## config.mk

```make
export PLATFORM = sky130hd
export DESIGN_NAME = fbf_merge
export DESIGN_NICKNAME = d
export VERILOG_FILES = /design/src/hdl/free_run_bitmap_finder_assert.svh /design/src/hdl/fbf_pkg.sv /design/src/hdl/fbf_merge.sv
export SDC_FILE = /design/constraint.sdc
export NUM_CORES = 1
export LEC_CHECK = 0
export BUFFER_PORTS_ARGS = -buffer_cell sky130_fd_sc_hd__buf_2
export CORE_AREA = 8 8 379 381
export DETAILED_ROUTE_END_ITERATION = 10
export DIE_AREA = 0 0 387 389
export PLACE_DENSITY = 0.3
export SYNTH_ARGS = -nofsm -noshare
export SYNTH_HDL_FRONTEND = slang
export SYNTH_SLANG_ARGS = --single-unit
```

## constraint.sdc

```tcl
create_clock -name vclk -period 2.9
set_clock_uncertainty 0.15 [all_clocks]
set_input_delay 0.58 -clock vclk [all_inputs]
set_output_delay 0.58 -clock vclk [all_outputs]
set_load 0.05 [all_outputs]
```

## src/hdl/free_run_bitmap_finder_assert.svh

```systemverilog
// Assertion macros for the free run bitmap finder.
// Used by the top level only; expands to nothing when SYNTHESIS is defined.
`ifndef FREE_RUN_BITMAP_FINDER_ASSERT_SVH
`define FREE_RUN_BITMAP_FINDER_ASSERT_SVH
`ifndef SYNTHESIS
// Whenever the antecedent holds, the consequent holds in the same cycle.
`define FBF_ASSERT_SAME(label, ante, cons) \
  label: assert property (@(posedge clk) disable iff (rst) (ante) |-> (cons)) \
    else $error("free_run_bitmap_finder: same-cycle check failed");
// Whenever the antecedent holds, the consequent holds in the next cycle.
`define FBF_ASSERT_NEXT(label, ante, cons) \
  label: assert property (@(posedge clk) disable iff (rst) (ante) |=> (cons)) \
    else $error("free_run_bitmap_finder: next-cycle check failed");
`else
`define FBF_ASSERT_SAME(label, ante, cons)
`define FBF_ASSERT_NEXT(label, ante, cons)
`endif
`endif

```

## src/hdl/fbf_pkg.sv

```systemverilog
// Shared constants and types of the free run bitmap finder.
// No dependencies; every other file but the assertion header refers to it by scoped names.
`default_nettype none

package fbf_pkg;

  // Width of a cluster number; counting wraps at this width.
  localparam int CLUSTER_BITS = 48;
  localparam int LENGTH_BITS  = 32;
  localparam int CFG_DATA_W   = 48;
  localparam int CFG_INDEX_W  = 2;

  // Eight lanes for the bits of one byte, one more for the end of the bitmap.
  localparam int LANES      = 8;
  localparam int LANE_IDX_W = 4;
  localparam int LANE_OFS_W = 3;

  localparam logic [LENGTH_BITS-1:0] MIN_LENGTH_RESET = LENGTH_BITS'(32);

  typedef logic [CLUSTER_BITS-1:0] cluster_t;

  // Configuration register indexes.
  typedef enum logic [CFG_INDEX_W-1:0] {
    REG_START_CLUSTER = 2'd0,
    REG_MIN_CLUSTER   = 2'd1,
    REG_MIN_LENGTH    = 2'd2,
    REG_CLUSTER_LIMIT = 2'd3
  } cfg_index_t;

  // What one lane reports for its cluster after the lane register.
  typedef struct packed {
    logic     hit_limit;
    logic     hit_run;
    cluster_t run_begin;
    cluster_t run_end;
  } lane_t;

  // Merged outcome of one byte.
  typedef struct packed {
    logic     valid;
    logic     found;
    cluster_t run_begin;
    cluster_t run_end;
  } result_t;

endpackage

`default_nettype wire

```

## src/hdl/fbf_merge.sv

```systemverilog
// Merging stage: picks the lowest lane that ends the search.
// Depends on fbf_pkg; fed by the nine fbf_lane instances.
`default_nettype none

module fbf_merge (
  input  wire fbf_pkg::lane_t [fbf_pkg::LANES:0] lanes,
  input  wire logic                              last,
  output fbf_pkg::result_t                       result
);

  // Walk from the highest lane down so that the lowest hit wins. Within a
  // lane the limit check comes before the run check.
  always_comb begin
    result.valid     = last;
    result.found     = 1'b0;
    result.run_begin = '0;
    result.run_end   = '0;
    for (int i = fbf_pkg::LANES; i >= 0; i--) begin
      if (lanes[i].hit_limit) begin
        result.valid     = 1'b1;
        result.found     = 1'b0;
        result.run_begin = '0;
        result.run_end   = '0;
      end else if (lanes[i].hit_run) begin
        result.valid     = 1'b1;
        result.found     = 1'b1;
        result.run_begin = lanes[i].run_begin;
        result.run_end   = lanes[i].run_end;
      end
    end
  end

endmodule

`default_nettype wire
```

==> impl_metrics.env, run 1 <==
export IMPL_die_x_um=387
export IMPL_drtAntennaViolNets=0
export IMPL_required_ps=2170
export IMPL_vias_per_cell=3.692
export IMPL_drc=0
export IMPL_grt_max_degree=61
export IMPL_fin_area_sq_um=22470
export IMPL_grt_pass1_vias=16690
export IMPL_synth_nets=2101
export IMPL_start_kind="input pin"
export IMPL_total_power_mw=3.422
export IMPL_track_usage_pct=15.84
export IMPL_pre_cts_slack_ps=-822.0
export IMPL_synthTopCellsByArea="nand2_1 (11%), o221ai_2 (11%), a221o_1 (9.1%)"
export IMPL_critPathKind="in -> out"
export IMPL_final_setup_tns_ps=-15950
export IMPL_crit_arrival_ps=2460
export IMPL_p_leak_nw=10.03
export IMPL_outcome="finished, violations left"
export IMPL_syn_inst=1218
export IMPL_failed_checks="negative setup slack"
export IMPL_crit_fanout=7
export IMPL_wl_per_cell_um=29.82
export IMPL_worst_pin_slew_ps=754.6
export IMPL_cts_hold_buf=0
export IMPL_crit_path_end_kind="primary output"
export IMPL_fmax_mhz=313.3
export IMPL_start_util_pct=5.888
export IMPL_gp_congestion=0.8780
export IMPL_regArea_sq_um=0
export IMPL_power_density_nw_per_um2=152.3
export IMPL_swShare_pct=52.81
export IMPL_core_sq_um=138000
export IMPL_seqPwrFrac_pct=0
export IMPL_routed_wl_um=129100
export IMPL_finalCriticalPeriod_ps=3192
export IMPL_chipHeight_um=389
export IMPL_first_pass_iters=5
export IMPL_rsz0062_at_grt="yes"
export IMPL_p_clk_share_pct=0
export IMPL_synthToLayoutAreaGrowth_pct=176.5
export IMPL_post_route_util_pct=16.28
export IMPL_max_cap_violations=0
export IMPL_design_seq_count=0
export IMPL_grt_first_pass_wirelength_um=163100
export IMPL_place_hpwl_um=109900
export IMPL_ir_worst_vdd_mv=0.06030
export IMPL_vias=15990
export IMPL_design_portCount=981
export IMPL_drt_iter0_drc=1010
export IMPL_finalHoldViolations=0
export IMPL_clkbuf_count=0
export IMPL_syn_area_sq_um=8125
export IMPL_fin_nets=3385
export IMPL_comb_power_share_pct=100.0
export IMPL_synth_common_cells="nand2_1 (241), a21oi_1 (102), nand3b_1 (83), o21ai_0 (83), inv_1 (75)"
export IMPL_drv_slew=0
export IMPL_setup_viol=90
export IMPL_num_rows=137
export IMPL_io_buffer_count=981
export IMPL_yosysWarnings=0
export IMPL_synth_distinct_cells=47
export IMPL_grt_remaining_overflow=0
export IMPL_yosysSeqAreaShare_pct=0
export IMPL_drive_gt1_share_pct=66.32
export IMPL_dieArea_sq_um=150500
export IMPL_slew_limit_headroom_pct=49.69
export IMPL_switchingPower_mw=1.807
export IMPL_yosys_area_top_type="nand2_1"
export IMPL_synth_top_cell_area_share_pct=11.13
export IMPL_placed_cell_area_sq_um=19120
export IMPL_post_route_period_util_pct=110.1
export IMPL_hp_class="in -> out"
export IMPL_antenna_found_initial=72
export IMPL_setup_slack_ps=-292.1
export IMPL_p_int_mw=1.615
export IMPL_yosysMostFrequentCell="nand2_1"
export IMPL_syn_area_per_cell_sq_um=6.671
## layout by cell type, fill, tap and decap left out, types with 4 or more instances in the layout
cell,count
buf_8,23
o21ai_2,4
buf_16,19
a211o_1,9
diode_2,23
a22o_4,9
o21ai_0,63
mux2_2,12
a22oi_2,24
a2111oi_2,5
nand4bb_1,9
nor2b_1,6
mux2i_2,6
buf_2,870
a22oi_1,52
bufbuf_16,5
a21oi_1,87
a221o_2,12
a22o_1,25
buf_12,142
and3_1,9
a221oi_4,8
clkbuf_16,4
a21o_1,7
a21oi_2,12
a31oi_4,5
nor3b_1,7
nand3b_1,83
nand2b_1,11
nand2_1,240
mux2i_4,12
inv_1,75
a221o_1,62
o21ai_1,16
o221ai_2,49
o221ai_4,33
buf_6,64
mux2i_1,56
buf_4,304
## path summary, 6_finish.rpt
check             startpoint         end  slack (ps)  depth (start not counted)
setup / recovery  lanes[586]  result[55]        -290                          9
hold / removal    lanes[303]   result[9]        1490                          4
## power by group through the flow
stage / combinational (mW) / sequential, mW / clock, mW
6_report: 3.42 / 0 / 0.00000107
5_1_grt: 3.60 / 0 / 0.000000185
4_1_cts: 3.39 / 0 / 0
3_5_place_dp: 3.02 / 0 / 0
3_3_place_gp: 3.03 / 0 / 0
2_1_floorplan: 1.04 / 0 / 0
## layer usage
metal	GRT usage [%]	share of wire, %	wire length, um
met4	1.220	1.5	1911
met2	27.74	48	62080
met5	0	0.22	284
met1	20.49	44	56220
met3	3.805	6.7	8644
## critical path: stages
cell	delay [ps]
buf_12	120
buf_6	110
or4_4	540
buf_16	180
buf_16	160
buf_12	160
o221ai_2	150
a221o_1	250
buf_6	180
## cells by family (layout without fill, tap and decap cells)
| kind of cell | after synthesis | after routing | share of synthesized area [%] |
|---|---|---|---|
| compound gates | 515 | 515 | 51.66 |
| simple gates | 393 | 393 | 25.07 |
| buf+inv | 224 | 1506 | 12.49 |
| mux | 86 | 86 | 10.78 |
| other cells | 0 | 23 | 0 |
## metrics by stage
stage	hold WS, ps	instances
after detailed placement	1525	4230
final	1486	4330
after CTS	1486	4297
after floorplan	1332	1218
after global routing	1526	4311
after global placement	1522	4230
## layout make-up
type / instances / area (sq um)
multi-input cells: 994 / 8537
fillers: 15900 / 115500
diodes: 23 / 57.56
repair buffers: 1431 / 11330
inverters: 75 / 281.5
well taps: 1807 / 2261
## what timing repair did
item	CTS	global route
pin swaps	67	97
resized for setup	335	96
gates cloned	16	4
hold endpoints to repair	0	0
endpoints found under the setup margin	98	97
buffers inserted	55	18
(Power assumes the default switching activity.)
==> run 2, diff against run 1 <==
BUFFER_PORTS_ARGS = -buffer_cell sky130_fd_sc_hd__buf_4   (was -buffer_cell sky130_fd_sc_hd__buf_2)
SKIP_LAST_GASP = 1   (was unset)
==> run 2 against run 1 <==
The flow still finishes with violations (negative setup slack). Total power rose by 1.5%. Combinational power rose by 1%. Global-route usage rose by 0.43 points. Fmax rose by 0.24%. Core utilization rose by 0.26 points. Non-clock buffer count fell by 27. Critical path type unchanged. Wire length rose by 3.0%. Hold slack got worse by 31 ps. Critical path depth did not move. Highest routed layer unchanged. Sequential share of layout area did not move.
==> impl_metrics.env, run 2 (same netlist as run 1, synthesis figures left out) <==
export IMPL_outcome="finished, violations left"
export IMPL_failed_checks="negative setup slack"
export IMPL_fmax_mhz=314.0
export IMPL_crit_slowest_cell="or4_4"
export IMPL_regArea_sq_um=0
export IMPL_rsz0062_at_grt="yes"
export IMPL_wl_per_cell_um=30.94
export IMPL_final_setup_tns_ps=-12570
export IMPL_power_density_nw_per_um2=152.1
export IMPL_design_seq_count=0
export IMPL_pre_cts_slack_ps=-725.0
export IMPL_swShare_pct=49.60
export IMPL_switchingPower_mw=1.722
export IMPL_setup_viol=88
export IMPL_routed_wl_um=133100
export IMPL_p_leak_nw=10.23
export IMPL_placed_cell_area_sq_um=20490
export IMPL_crit_family="buffers and inverters"
export IMPL_clkbuf_count=0
export IMPL_design_portCount=981
export IMPL_slew_limit_headroom_pct=49.36
export IMPL_finalCriticalPeriod_ps=3185
export IMPL_total_power_mw=3.472
export IMPL_io_buffer_count=981
export IMPL_mostFrequentLayoutCells="buf_4 (1192), nand2_1 (240), buf_6 (104), a21oi_1 (85), nand3b_1 (83)"
export IMPL_fin_nets=3358
export IMPL_drtAntennaViolNets=0
export IMPL_post_route_util_pct=16.54
export IMPL_fin_area_sq_um=22820
export IMPL_holdWs_ps=1455
export IMPL_max_cap_violations=0
export IMPL_crit_fanout=6
export IMPL_cp_num_cells=9
export IMPL_num_rows=137
export IMPL_min_from="lanes[352]"
export IMPL_place_hpwl_um=116400
export IMPL_grt_first_pass_wirelength_um=167400
export IMPL_antenna_found_initial=35
export IMPL_crit_path_max_incr_delay_ps=470
export IMPL_drv_slew=0
export IMPL_first_pass_iters=5
export IMPL_start_kind="input pin"
export IMPL_p_clk_share_pct=0
export IMPL_placed_cells=4224
export IMPL_post_route_period_util_pct=109.8
export IMPL_vias_per_cell=3.587
export IMPL_vias=15430
export IMPL_path_common_cell="buf_8"
export IMPL_stdcell_count=4300
export IMPL_chipHeight_um=389
export IMPL_critPathKind="in -> out"
export IMPL_finalHoldViolations=0
export IMPL_ir_worst_vdd_mv=0.06080
export IMPL_hold_depth=4
export IMPL_start_util_pct=5.888
export IMPL_drive_gt1_share_pct=63.89
export IMPL_grt_pass1_vias=16550
export IMPL_path_buf_inv=5
export IMPL_grt_remaining_overflow=0
export IMPL_layout_commonest_cell="buf_4"
export IMPL_required_ps=2170
export IMPL_grt_max_degree=44
export IMPL_die_x_um=387
export IMPL_crit_path_start="lanes[685]"
export IMPL_core_sq_um=138000
export IMPL_setup_slack_ps=-284.6
export IMPL_p_int_mw=1.750
export IMPL_track_usage_pct=16.28
export IMPL_crit_path_cell_trace="buf_8, nand2b_4, or4_4, buf_12, buf_16, buf_8, o221ai_4, a221o_1, buf_6"
export IMPL_drc=0
export IMPL_crit_arrival_ps=2450
export IMPL_worst_pin_slew_ps=759.5
export IMPL_hp_class="in -> out"
export IMPL_gp_congestion=0.8745
export IMPL_drt_iter0_drc=938
export IMPL_dieArea_sq_um=150500
export IMPL_comb_power_share_pct=100.0
export IMPL_synthToLayoutAreaGrowth_pct=180.9
export IMPL_crit_path_end_kind="primary output"
export IMPL_seqPwrFrac_pct=0
==> run 2: worst paths after layout <==
check and endpoint:
min result[58], max result[74]
==> run 2: power by group through the flow <==
stage	clock network (mW)	logic, mW	registers [mW]
floorplan	0	1.04	0
global placement	0	3.24	0
detailed placement	0	3.23	0
CTS	0	3.38	0
global route	0.000000411	3.65	0
finish	0.000000870	3.47	0
==> run 2: area by class of cell <==
| type | count | area, sq um |
|---|---|---|
| diodes | 20 | 50.05 |
| repair buffers | 1404 | 12270 |
| well taps | 1807 | 2261 |
| inverters | 75 | 281.5 |
| multi-input cells | 994 | 7955 |
| fillers | 15910 | 115200 |
==> run 2: what timing repair did <==
item | CTS | global route
gates cloned | 9 | 6
pin swaps | 33 | 65
hold buffers | 0 | 0
setup buffers | 22 | 30
setup endpoints to repair | 97 | 97
resized for setup | 195 | 133
==> run 2: per-layer routing <==
| layer | track usage (%) | part of all wire [%] | vias up |
|---|---|---|---|
| met5 | 0 | 0.057 | - |
| met4 | 2.804 | 1.6 | 12 |
| met3 | 4.934 | 7.7 | 72 |
| met2 | 28.76 | 50 | 641 |
| met1 | 19.64 | 41 | 7448 |
| li1 | - | - | 7253 |
==> run 3, diff against run 2 <==
CORE_AREA = 3 3 385 387   (was 8 8 379 381)
DIE_AREA = 0 0 388 390   (was 0 0 387 389)
==> run 3 against run 2 <==
The flow still finishes with violations (negative setup slack). Setup slack better by 2.4 ps. Global-route usage down 0.52 points. Count of clock-buffer cells in the layout unchanged. Non-clock buffer count down 7.
==> impl_metrics.env, run 3 (same netlist as run 1, synthesis figures left out) <==
export IMPL_outcome="finished, violations left"
export IMPL_failed_checks="negative setup slack"
export IMPL_drive_gt1_share_pct=65.90
export IMPL_crit_arrival_ps=2450
export IMPL_routed_wl_um=129800
export IMPL_swShare_pct=49.57
export IMPL_regArea_sq_um=0
export IMPL_post_route_period_util_pct=109.7
export IMPL_drc=0
export IMPL_drv_slew=0
export IMPL_num_rows=140
export IMPL_vias_per_cell=3.536
export IMPL_p_clk_share_pct=0
export IMPL_setup_viol=88
export IMPL_min_from="lanes[348]"
export IMPL_pre_cts_slack_ps=-637.5
export IMPL_crit_fanout=8
export IMPL_grt_first_pass_wirelength_um=160000
export IMPL_grt_pass1_vias=16130
export IMPL_crit_path_cell_trace="buf_12, buf_6, or4_4, buf_12, buf_6, o221ai_2, a221o_1, buf_6"
export IMPL_grt_max_degree=55
export IMPL_start_util_pct=5.595
export IMPL_rsz0062_at_grt="yes"
export IMPL_design_portCount=981
export IMPL_critPathKind="in -> out"
export IMPL_wl_per_cell_um=29.53
export IMPL_ir_worst_vdd_mv=0.05380
export IMPL_crit_path_end_kind="primary output"
export IMPL_start_kind="input pin"
export IMPL_antenna_found_initial=39
export IMPL_path_common_cell="buf_6"
export IMPL_grt_remaining_overflow=0
export IMPL_finalHoldViolations=0
export IMPL_comb_power_share_pct=100.0
export IMPL_slew_limit_headroom_pct=49.71
export IMPL_p_int_mw=1.800
export IMPL_final_setup_tns_ps=-13490
export IMPL_finalCriticalPeriod_ps=3182
export IMPL_die_x_um=388
export IMPL_core_sq_um=145200
export IMPL_fin_nets=3351
export IMPL_first_pass_iters=5
export IMPL_path_buf_inv=5
export IMPL_track_usage_pct=15.76
export IMPL_crit_family="buffers and inverters"
export IMPL_place_hpwl_um=110100
export IMPL_p_leak_nw=10.43
export IMPL_drtAntennaViolNets=0
export IMPL_mostFrequentLayoutCells="buf_4 (1155), nand2_1 (240), buf_6 (130), nand3b_1 (83), a21oi_1 (78)"
export IMPL_chipHeight_um=390
export IMPL_fmax_mhz=314.2
export IMPL_setup_slack_ps=-282.2
export IMPL_vias=15540
export IMPL_io_buffer_count=981
export IMPL_worst_pin_slew_ps=754.4
export IMPL_switchingPower_mw=1.769
export IMPL_hp_class="in -> out"
export IMPL_dieArea_sq_um=151300
export IMPL_holdWs_ps=1469
export IMPL_seqPwrFrac_pct=0
export IMPL_clkbuf_count=0
export IMPL_crit_path_start="lanes[586]"
export IMPL_synthToLayoutAreaGrowth_pct=191.1
export IMPL_max_cap_violations=0
export IMPL_crit_path_max_incr_delay_ps=540
export IMPL_design_seq_count=0
export IMPL_crit_slowest_cell="or4_4"
export IMPL_drt_iter0_drc=1002
export IMPL_cts_hold_buf=0
export IMPL_required_ps=2170
export IMPL_post_route_util_pct=16.29
export IMPL_gp_congestion=0.9064
export IMPL_power_density_nw_per_um2=150.9
export IMPL_layout_commonest_cell="buf_4"
run 3: through the flow:
stage	std cells	instance area (sq um)	power, mW
3_3_place_gp	4309	20380	3.180
3_5_place_dp	4309	20380	3.175
5_1_grt	4388	23640	3.766
6_report	4394	23650	3.570
2_1_floorplan	1218	8167	1.043
4_1_cts	4357	22460	3.461
run 3: tightest hold or removal path, delay by kind of cell:
kind / cells / cell delay [ps]
compound gates: 2 / 180
buf+inv: 2 / 270
run 3: area by class of cell:
cell class / instances / area, sq um
antenna: 11 / 27.53
fill: 16620 / 121600
inverter: 75 / 281.5
multi-input combinational: 994 / 8456
tap: 1917 / 2399
timing repair buffer: 1397 / 12490
run 3: power groups by stage:
stage	clock, mW	combinational (mW)	sequential (mW)
2_1_floorplan	0	1.04	0
3_3_place_gp	0	3.18	0
3_5_place_dp	0	3.17	0
4_1_cts	0	3.46	0
5_1_grt	0.000000233	3.77	0
6_report	0.000000499	3.57	0
run 3: worst paths after layout:
kind	endpoint	slack, ps	cells after the start
worst min-delay path	result[54]	1470	4
worst max-delay path	result[8]	-280	8
run 3: what timing repair did:
item	in CTS	in global routing
resized for setup	277	165
endpoints found under the setup margin	97	98
setup buffers	35	26
gates cloned	16	9
pin swaps	116	127
run 3: metal layers:
| metal | global-route usage [%] | share of wire [%] |
|---|---|---|
| met4 | 2.608 | 1.8 |
| met3 | 5.068 | 8.2 |
| met5 | 0 | 0.16 |
| met1 | 19.36 | 41 |
| met2 | 27.11 | 49 |
